[src/design/esm_pkg.sv]
// esm_pkg: shared types, constants and the key sequence rom contents
// for the escape sequence matcher. no dependencies.
`default_nettype none

package esm_pkg;

   localparam int TABLE_ENTRIES = 36;
   localparam int ENTRY_W       = 6;
   localparam int ROM_POS_W     = 4;
   localparam int ROM_SEQ_BYTES = 8;
   localparam int LEN_W         = 4;
   localparam int ACT_W         = 5;
   localparam int CHAR_W        = 7;

   localparam logic [CHAR_W-1:0] QMARK_CHAR = 7'd63;
   localparam logic [ENTRY_W-1:0] LAST_ENTRY = ENTRY_W'(TABLE_ENTRIES - 1);

   typedef struct packed {
      logic [LEN_W-1:0] len;
      logic [ACT_W-1:0] act;
      logic [7:0]       data;
   } rom_word_type;

   // sequence bytes, first byte in the top byte lane
   function automatic rom_word_type rom_lookup(input logic [ENTRY_W-1:0] entry,
                                               input logic [ROM_POS_W-1:0] pos);
      logic [LEN_W-1:0]           len;
      logic [ACT_W-1:0]           act;
      logic [8*ROM_SEQ_BYTES-1:0] seq;
      logic [8*ROM_SEQ_BYTES-1:0] shifted;
      rom_word_type               word;
      len = '0;
      act = '0;
      seq = '0;
      unique case (entry)
         6'd0:  begin len = 4'd1; act = 5'd17; seq = 64'h01_00_00_00_00_00_00_00; end
         6'd1:  begin len = 4'd1; act = 5'd6;  seq = 64'h03_00_00_00_00_00_00_00; end
         6'd2:  begin len = 4'd1; act = 5'd8;  seq = 64'h04_00_00_00_00_00_00_00; end
         6'd3:  begin len = 4'd1; act = 5'd18; seq = 64'h05_00_00_00_00_00_00_00; end
         6'd4:  begin len = 4'd1; act = 5'd0;  seq = 64'h08_00_00_00_00_00_00_00; end
         6'd5:  begin len = 4'd1; act = 5'd11; seq = 64'h09_00_00_00_00_00_00_00; end
         6'd6:  begin len = 4'd1; act = 5'd4;  seq = 64'h0A_00_00_00_00_00_00_00; end
         6'd7:  begin len = 4'd2; act = 5'd4;  seq = 64'h0D_00_00_00_00_00_00_00; end
         6'd8:  begin len = 4'd2; act = 5'd4;  seq = 64'h0D_0A_00_00_00_00_00_00; end
         6'd9:  begin len = 4'd1; act = 5'd7;  seq = 64'h1A_00_00_00_00_00_00_00; end
         6'd10: begin len = 4'd2; act = 5'd5;  seq = 64'h1B_0A_00_00_00_00_00_00; end
         6'd11: begin len = 4'd3; act = 5'd5;  seq = 64'h1B_0D_00_00_00_00_00_00; end
         6'd12: begin len = 4'd5; act = 5'd3;  seq = 64'h1B_1B_5B_33_7E_00_00_00; end
         6'd13: begin len = 4'd4; act = 5'd14; seq = 64'h1B_1B_5B_43_00_00_00_00; end
         6'd14: begin len = 4'd4; act = 5'd13; seq = 64'h1B_1B_5B_44_00_00_00_00; end
         6'd15: begin len = 4'd3; act = 5'd18; seq = 64'h1B_4F_46_00_00_00_00_00; end
         6'd16: begin len = 4'd3; act = 5'd17; seq = 64'h1B_4F_48_00_00_00_00_00; end
         6'd17: begin len = 4'd6; act = 5'd14; seq = 64'h1B_5B_31_3B_33_43_00_00; end
         6'd18: begin len = 4'd6; act = 5'd13; seq = 64'h1B_5B_31_3B_33_44_00_00; end
         6'd19: begin len = 4'd4; act = 5'd17; seq = 64'h1B_5B_31_7E_00_00_00_00; end
         6'd20: begin len = 4'd5; act = 5'd19; seq = 64'h1B_5B_32_34_7E_00_00_00; end
         6'd21: begin len = 4'd4; act = 5'd12; seq = 64'h1B_5B_32_7E_00_00_00_00; end
         6'd22: begin len = 4'd6; act = 5'd3;  seq = 64'h1B_5B_33_3B_33_7E_00_00; end
         6'd23: begin len = 4'd4; act = 5'd1;  seq = 64'h1B_5B_33_7E_00_00_00_00; end
         6'd24: begin len = 4'd4; act = 5'd18; seq = 64'h1B_5B_34_7E_00_00_00_00; end
         6'd25: begin len = 4'd4; act = 5'd17; seq = 64'h1B_5B_37_7E_00_00_00_00; end
         6'd26: begin len = 4'd4; act = 5'd18; seq = 64'h1B_5B_38_7E_00_00_00_00; end
         6'd27: begin len = 4'd3; act = 5'd9;  seq = 64'h1B_5B_41_00_00_00_00_00; end
         6'd28: begin len = 4'd3; act = 5'd10; seq = 64'h1B_5B_42_00_00_00_00_00; end
         6'd29: begin len = 4'd3; act = 5'd15; seq = 64'h1B_5B_43_00_00_00_00_00; end
         6'd30: begin len = 4'd3; act = 5'd16; seq = 64'h1B_5B_44_00_00_00_00_00; end
         6'd31: begin len = 4'd3; act = 5'd18; seq = 64'h1B_5B_46_00_00_00_00_00; end
         6'd32: begin len = 4'd3; act = 5'd17; seq = 64'h1B_5B_48_00_00_00_00_00; end
         6'd33: begin len = 4'd2; act = 5'd2;  seq = 64'h1B_7F_00_00_00_00_00_00; end
         6'd34: begin len = 4'd1; act = 5'd0;  seq = 64'h7F_00_00_00_00_00_00_00; end
         default: begin len = '0; act = '0; seq = '0; end
      endcase
      shifted   = seq << (8 * pos);
      word.len  = len;
      word.act  = act;
      // positions past the stored bytes read as the terminator
      word.data = (pos < ROM_POS_W'(ROM_SEQ_BYTES)) ? shifted[8*ROM_SEQ_BYTES-1 -: 8] : 8'd0;
      return word;
   endfunction

endpackage

`default_nettype wire

[src/design/escape_sequence_matcher.sv]
// escape_sequence_matcher: one key byte in per item, action codes or literal bytes out.
// an item is loaded and scanned down the rom from the saved entry; a full match issues
// an action, a partial match waits for the next byte, a miss reads the literals back
// from pending memory; rsp_tready stalls hold output. one item is in work at a time.
// reset (synchronous, active high) clears the search to the last entry at position
// zero and empties the result register; pending byte memory is not cleared.
`default_nettype none

module escape_sequence_matcher #(
   parameter int MAX_SEQ_LEN = 8
) (
   input  wire logic       clock,
   input  wire logic       reset,
   input  wire logic       req_tvalid,
   output logic            req_tready,
   input  wire logic [7:0] req_tdata,  // [7:0] key_byte
   output logic            rsp_tvalid,
   input  wire logic       rsp_tready,
   output logic [7:0]      rsp_tdata,  // [6:0] payload, [7] zero
   output logic            rsp_tuser,  // [0] is_action
   output logic            rsp_tlast   // last_of_run
);

   localparam int POS_W = (MAX_SEQ_LEN > 2) ? $clog2(MAX_SEQ_LEN) : 1;
   localparam int CMP_W = esm_pkg::ROM_POS_W + 1;

   typedef enum logic [2:0] {
      S_IDLE, S_LOAD, S_SCAN, S_ACT, S_RD, S_OUT
   } state_type;

   state_type                     state_ff, state_in;
   logic [POS_W-1:0]              pos_ff, pos_in;
   logic [esm_pkg::ENTRY_W-1:0]   scan_entry_ff, scan_entry_in;
   logic [esm_pkg::ENTRY_W-1:0]   cur_ff, cur_in;
   logic [esm_pkg::ENTRY_W-1:0]   chk_ff, chk_in;
   logic [esm_pkg::CHAR_W-1:0]    byte_ff, byte_in;
   logic [esm_pkg::ACT_W-1:0]     act_ff, act_in;
   logic [POS_W-1:0]              emit_idx_ff, emit_idx_in;
   logic                          rsp_valid_ff, rsp_valid_in;
   logic                          rsp_action_ff, rsp_action_in;
   logic [esm_pkg::CHAR_W-1:0]    rsp_payload_ff, rsp_payload_in;
   logic                          rsp_last_ff, rsp_last_in;

   logic [esm_pkg::CHAR_W-1:0]    pend_mem [MAX_SEQ_LEN];
   logic [esm_pkg::CHAR_W-1:0]    rd_q_ff;

   esm_pkg::rom_word_type         rom_q;
   logic                          accept;
   logic                          slot_free;
   logic [esm_pkg::CHAR_W-1:0]    key_char;
   logic [CMP_W-1:0]              pos_x, pos_p1, len_x;
   logic                          considered, byte_gt, byte_eq;
   logic                          hit_full, hit_partial, hit_miss;

   esm_seq_rom u_rom (
      .clock (clock),
      .entry (cur_ff),
      .pos   (esm_pkg::ROM_POS_W'(pos_ff)),
      .rom_q (rom_q)
   );

   assign accept     = req_tvalid && req_tready;
   assign req_tready = (state_ff == S_IDLE);
   assign slot_free  = !rsp_valid_ff || rsp_tready;
   assign key_char   = req_tdata[7] ? esm_pkg::QMARK_CHAR : req_tdata[6:0];

   // compare of the buffered byte against the rom byte of the checked entry
   always_comb begin
      pos_x       = CMP_W'(pos_ff);
      pos_p1      = pos_x + CMP_W'(1);
      len_x       = CMP_W'(rom_q.len);
      considered  = (rom_q.len != '0) && (pos_x <= len_x);
      byte_gt     = {1'b0, byte_ff} > rom_q.data;
      byte_eq     = {1'b0, byte_ff} == rom_q.data;
      hit_full    = considered && byte_eq && (pos_p1 == len_x);
      hit_partial = considered && byte_eq && !hit_full && (pos_p1 < CMP_W'(MAX_SEQ_LEN));
      // stop on greater byte, full buffer, or table exhausted
      hit_miss    = (considered && (byte_gt || (byte_eq && !hit_full && !hit_partial)))
                    || (!(considered && (byte_gt || byte_eq)) && (chk_ff == '0));
   end

   always_comb begin
      state_in       = state_ff;
      pos_in         = pos_ff;
      scan_entry_in  = scan_entry_ff;
      cur_in         = cur_ff;
      chk_in         = chk_ff;
      byte_in        = byte_ff;
      act_in         = act_ff;
      emit_idx_in    = emit_idx_ff;
      rsp_valid_in   = rsp_valid_ff && !rsp_tready;
      rsp_action_in  = rsp_action_ff;
      rsp_payload_in = rsp_payload_ff;
      rsp_last_in    = rsp_last_ff;
      unique case (state_ff)
         S_IDLE: begin
            if (accept) begin
               byte_in  = key_char;
               cur_in   = scan_entry_ff;
               state_in = S_LOAD;
            end
         end
         S_LOAD: begin
            chk_in   = cur_ff;
            cur_in   = cur_ff - esm_pkg::ENTRY_W'(1);
            state_in = S_SCAN;
         end
         S_SCAN: begin
            priority if (hit_full) begin
               act_in   = rom_q.act;
               state_in = S_ACT;
            end else if (hit_partial) begin
               pos_in        = pos_ff + POS_W'(1);
               scan_entry_in = chk_ff;
               state_in      = S_IDLE;
            end else if (hit_miss) begin
               emit_idx_in = '0;
               state_in    = S_RD;
            end else begin
               chk_in = cur_ff;
               cur_in = cur_ff - esm_pkg::ENTRY_W'(1);
            end
         end
         S_ACT: begin
            if (slot_free) begin
               rsp_valid_in   = 1'b1;
               rsp_action_in  = 1'b1;
               rsp_payload_in = esm_pkg::CHAR_W'(act_ff);
               rsp_last_in    = 1'b1;
               pos_in         = '0;
               scan_entry_in  = esm_pkg::LAST_ENTRY;
               state_in       = S_IDLE;
            end
         end
         S_RD: begin
            state_in = S_OUT;
         end
         S_OUT: begin
            if (slot_free) begin
               rsp_valid_in   = 1'b1;
               rsp_action_in  = 1'b0;
               rsp_payload_in = rd_q_ff;
               rsp_last_in    = (emit_idx_ff == pos_ff);
               if (emit_idx_ff == pos_ff) begin
                  pos_in        = '0;
                  scan_entry_in = esm_pkg::LAST_ENTRY;
                  state_in      = S_IDLE;
               end else begin
                  emit_idx_in = emit_idx_ff + POS_W'(1);
                  state_in    = S_RD;
               end
            end
         end
         default: begin
            state_in = S_IDLE;
         end
      endcase
   end

   always_ff @(posedge clock) begin
      if (reset) begin
         state_ff      <= S_IDLE;
         pos_ff        <= '0;
         scan_entry_ff <= esm_pkg::LAST_ENTRY;
         rsp_valid_ff  <= 1'b0;
      end else begin
         state_ff      <= state_in;
         pos_ff        <= pos_in;
         scan_entry_ff <= scan_entry_in;
         rsp_valid_ff  <= rsp_valid_in;
      end
      cur_ff         <= cur_in;
      chk_ff         <= chk_in;
      byte_ff        <= byte_in;
      act_ff         <= act_in;
      emit_idx_ff    <= emit_idx_in;
      rsp_action_ff  <= rsp_action_in;
      rsp_payload_ff <= rsp_payload_in;
      rsp_last_ff    <= rsp_last_in;
   end

   // pending byte memory: written at the current position, read back on a miss
   always_ff @(posedge clock) begin
      if (accept) begin
         pend_mem[pos_ff] <= key_char;
      end
      rd_q_ff <= pend_mem[emit_idx_ff];
   end

   assign rsp_tvalid = rsp_valid_ff;
   assign rsp_tdata  = {1'b0, rsp_payload_ff};
   assign rsp_tuser  = rsp_action_ff;
   assign rsp_tlast  = rsp_last_ff;

   a_action_ends_run: assert property (@(posedge clock) disable iff (reset)
      rsp_tvalid && rsp_tuser |-> rsp_tlast)
      else $error("action item not marked last");

   a_action_code_range: assert property (@(posedge clock) disable iff (reset)
      rsp_tvalid && rsp_tuser |-> (rsp_tdata[6:0] < 7'd20))
      else $error("action code out of range");

   a_one_item_in_work: assert property (@(posedge clock) disable iff (reset)
      req_tvalid && req_tready |=> !req_tready)
      else $error("input taken while an item is in work");

   a_pos_bound: assert property (@(posedge clock) disable iff (reset)
      CMP_W'(pos_ff) < CMP_W'(MAX_SEQ_LEN))
      else $error("match position past buffer");

endmodule

`default_nettype wire

[src/design/esm_seq_rom.sv]
// esm_seq_rom: key sequence rom with a registered read port.
// depends on esm_pkg for the rom contents and word type.
`default_nettype none

module esm_seq_rom (
   input  wire logic                         clock,
   input  wire logic [esm_pkg::ENTRY_W-1:0]   entry,
   input  wire logic [esm_pkg::ROM_POS_W-1:0] pos,
   output esm_pkg::rom_word_type             rom_q
);

   esm_pkg::rom_word_type rom_q_ff;

   always_ff @(posedge clock) begin
      rom_q_ff <= esm_pkg::rom_lookup(entry, pos);
   end

   assign rom_q = rom_q_ff;

endmodule

`default_nettype wire
[config.mk]
export PLATFORM = sky130hd
export DESIGN_NAME = escape_sequence_matcher
export DESIGN_NICKNAME = d
export VERILOG_FILES = /design/src/design/esm_pkg.sv /design/src/design/escape_sequence_matcher.sv /design/src/design/esm_seq_rom.sv
export SDC_FILE = /design/constraint.sdc
export NUM_CORES = 1
export LEC_CHECK = 0
export ABC_AREA = 1
export BUFFER_PORTS_ARGS = -buffer_cell sky130_fd_sc_hd__buf_2
export CAP_MARGIN = 40
export CORE_ASPECT_RATIO = 1.75
export CORE_MARGIN = 2
export CORE_UTILIZATION = 56
export CTS_CLUSTER_SIZE = 40
export DETAILED_ROUTE_END_ITERATION = 7
export GPL_TIMING_DRIVEN = 0
export PLACE_DENSITY_LB_ADDON = 0.1
export SLEW_MARGIN = 20
export SYNTH_ARGS = -nofsm -noshare
export SYNTH_HDL_FRONTEND = slang
export SYNTH_MEMORY_MAX_BITS = 65536
export SYNTH_SLANG_ARGS = --single-unit
[constraint.sdc]
create_clock -name clock -period 2.65 [get_ports clock]
set_input_delay 0 -clock clock [delete_from_list [all_inputs] [get_ports clock]]
set_output_delay 0 -clock clock [all_outputs]
set_load 0.03 [all_outputs]
==> results.json <==
{
  "outcome": "complete, but fails checks",
  "violations": "negative setup slack",
  "drv_cap": 0,
  "arrival_ns": 3.11,
  "critPathRequiredTime_ns": 2.93,
  "final_util_pct": 73.3,
  "drtIter0Drc": 414,
  "syn_inst": 797,
  "syn2layout_area_growth_pct": 28.9,
  "rows": 56,
  "gp_congestion": 0.997,
  "post-route-period-util_pct": 106,
  "via_per_inst": 5.61,
  "post-place-ws_ns": -0.740,
  "synth_area_per_cell_um2": 9.49,
  "antenna_found_initial": 0,
  "drv_slew": 0,
  "dpl_cell_area_mm2": 0.00795,
  "firstDrtPassIters": 7,
  "die_h_um": 158,
  "synth_seq_cells": 167,
  "dp.cells": 997,
  "antenna_cells": 0,
  "routedWlPerCell_um": 19.5,
  "cp-end-kind": "register",
  "grt_pass1_wl_um": 31300,
  "crit_fanout": 7,
  "max_slew_margin_pct": 45.3,
  "grt.total_usage_pct": 28.8,
  "syn_area_mm2": 0.00756,
  "wl_um": 21300,
  "ios": 24,
  "insertion_delay_ns": 0.43,
  "clock-sinks": 167,
  "r2r_cells": 13,
  "clk_pin_slew_worst_paths_ns": 0.07,
  "max_freq_mhz": 355,
  "stdcell_area_mm2": 0.00975,
  "fin_nets": 941,
  "grt_overflow_total": 0,
  "setup-violations-final": 28,
  "hp-class": "primary input to register",
  "yosysUniqueCellTypes": 50,
  "synth_edf_count": 92,
  "placeableCoreArea_mm2": 0.0133,
  "async_reset_ff_share_pct": 0,
  "cts_buffer_depth": 2,
  "drc_errors": 0,
  "root_buffer": "clkbuf_16",
  "cts_tree": "built",
  "htreeDepth": 4,
  "stdcell_count": 1093,
  "dieArea_mm2": 0.0145,
  "numCtsBuffers": 17,
  "ys_seq_area_share_pct": 56.4,
  "synth_fp_nets": 832,
  "layout_min_cycle_time_ns": 2.82,
  "dieWidth_um": 91.9,
  "worstHoldEndpoint": "byte_ff[0]$_DFFE_PP_",
  "hp-start": "req_tdata[0]",
  "grt_setup_unrepaired": "true",
  "synthFlopType": "edfxtp_1",
  "max_slew.worst_pin.slew_ns": 0.817,
  "r2r_start": "byte_ff[1]$_DFFE_PP_",
  "crit_type": "register to register",
  "start_util_pct": 56.8,
  "layout-drive-gt1-share_pct": 29.9,
  "hpwl_um": 14300,
  "hold_path_depth": 2,
  "startpoint_type": "register",
  "yosysWarnings": 0,
  "ant_nets": 0,
  "grt_max_degree": 17,
  "vias": 6129,
  "io_buffer_count": 22,
  "grt_pass1_vias": 6168,
  "worst_slack_ns": -0.171,
  "hold_viol_final": 0,
  "reg2reg_slack_ns": -0.17,
  "fin_skew_ns": 0.0154
}
metrics by stage:
stage | hold slack (ns) | TNS, ns
2_1_floorplan | 0.168 | 0
3_3_place_gp | 0.301 | -16.90
3_5_place_dp | 0.298 | -18.21
4_1_cts | 0.0170 | -1.64
5_1_grt | 0.0308 | -5.65
6_report | 0.0253 | -2.09
per-layer routing:
metal	track usage, %	up-vias	routed length, um
met5	0	-	0
met4	21.8	0	1670
met3	4.66	107	714
met2	55.0	265	11800
met1	26.9	2857	7160
li1	-	2900	-
logic make-up (layout without fill, tap and decap cells):
family	after synthesis	in the layout	share of synthesized area, %
AO/OA/AOI/OAI	119	119	9.56
XOR/XNOR	7	7	0.810
adder cells (fa/ha/maj)	23	23	3.80
buffers and inverters	102	219	5.71
flip-flops	167	167	56.4
other	1	1	0.0496
AND/OR/NAND/NOR	378	383	23.7
worst max-delay path, cell delays in order, from the launching register on:
cell and delay (ns):
edfxtp_1 0.42, ha_4 0.29, nand2_1 0.07, nor3_4 0.30
nand4_4 0.19, nor2_4 0.15, nor2_4 0.07, buf_8 0.15
nand3b_1 0.13, nand2_4 0.13, ha_4 0.27, or2_4 0.26
nand2_1 0.12, o21ai_0 0.12
cell usage after synthesis (all sizes together), types with 2 or more instances:
library cell | n | area, um2
ha | 23 | 288
a211oi | 6 | 45.0
or2 | 8 | 50.1
nand3 | 48 | 295
clkbuf | 10 | 37.5
nor2 | 126 | 523
nand4 | 9 | 71.3
nand2 | 176 | 764
a31oi | 7 | 43.8
o211ai | 5 | 37.5
o22ai | 9 | 56.3
a221oi | 2 | 17.5
o21ai | 53 | 292
a21oi | 24 | 128
buf | 10 | 81.3
inv | 82 | 313
nor3 | 7 | 46.3
edfxtp | 92 | 2760
nand3b | 4 | 42.5
dfxtp | 75 | 1500
xor2 | 6 | 52.6
a22oi | 6 | 45.0
repair_timing:
item | in CTS | in global routing
resized for setup | 62 | 88
endpoints found under the hold margin | 21 | 0
gates cloned | 2 | 3
setup buffers | 34 | 22
pin swaps | 17 | 39
hold buffers | 4 | 0
setup endpoints to repair | 40 | 40
cell usage in the layout (no fill, tap or decap), types with 5 or more instances in the layout:
cell | synthesis | final
a211oi_1 | 6 | 6
a21oi_1 | 22 | 20
a22oi_1 | 6 | 6
a31oi_1 | 7 | 7
buf_2 | 2 | 26
buf_4 | 3 | 44
buf_6 | 4 | 10
buf_8 | 0 | 6
clkbuf_1 | 10 | 10
clkbuf_16 | 0 | 17
dfxtp_1 | 75 | 72
edfxtp_1 | 92 | 92
ha_1 | 23 | 9
ha_4 | 0 | 13
inv_1 | 75 | 67
inv_2 | 5 | 10
inv_6 | 0 | 5
inv_8 | 0 | 6
nand2_1 | 156 | 123
nand2_2 | 11 | 27
nand2_4 | 8 | 22
nand2_8 | 1 | 9
nand3_1 | 40 | 26
nand3_2 | 6 | 13
nand3_4 | 2 | 9
nand4_1 | 8 | 8
nor2_1 | 114 | 108
nor2_2 | 8 | 9
nor2_4 | 4 | 9
nor3_1 | 6 | 6
o211ai_1 | 5 | 5
o21ai_0 | 40 | 39
o21ai_1 | 6 | 6
o21ai_2 | 7 | 8
o22ai_1 | 9 | 9
or2_2 | 7 | 7
xor2_1 | 6 | 6
how the worst max path moves through the flow:
| stage | from | end |
|---|---|---|
| floorplan | pos_ff[0]$_SDFFE_PP0P_ | register |
| global route | byte_ff[1]$_DFFE_PP_ | register |
| CTS | byte_ff[6]$_DFFE_PP_ | register |
| detailed placement | pos_ff[0]$_SDFFE_PP0P_ | register |
| finish | byte_ff[1]$_DFFE_PP_ | register |
| global placement | pos_ff[0]$_SDFFE_PP0P_ | register |
area by class of cell:
type	instances	area, um2
clock buffer	17	425
multi-input combinational	533	3520
inverter	82	335
clock inverter	15	164
buffer	20	151
sequential	167	4270
timing repair buffer	85	673
fill	920	3560
tap	174	218
Power is not shown: default switching activity piles up to over one toggle a cycle in this logic, so the estimate is an artifact.
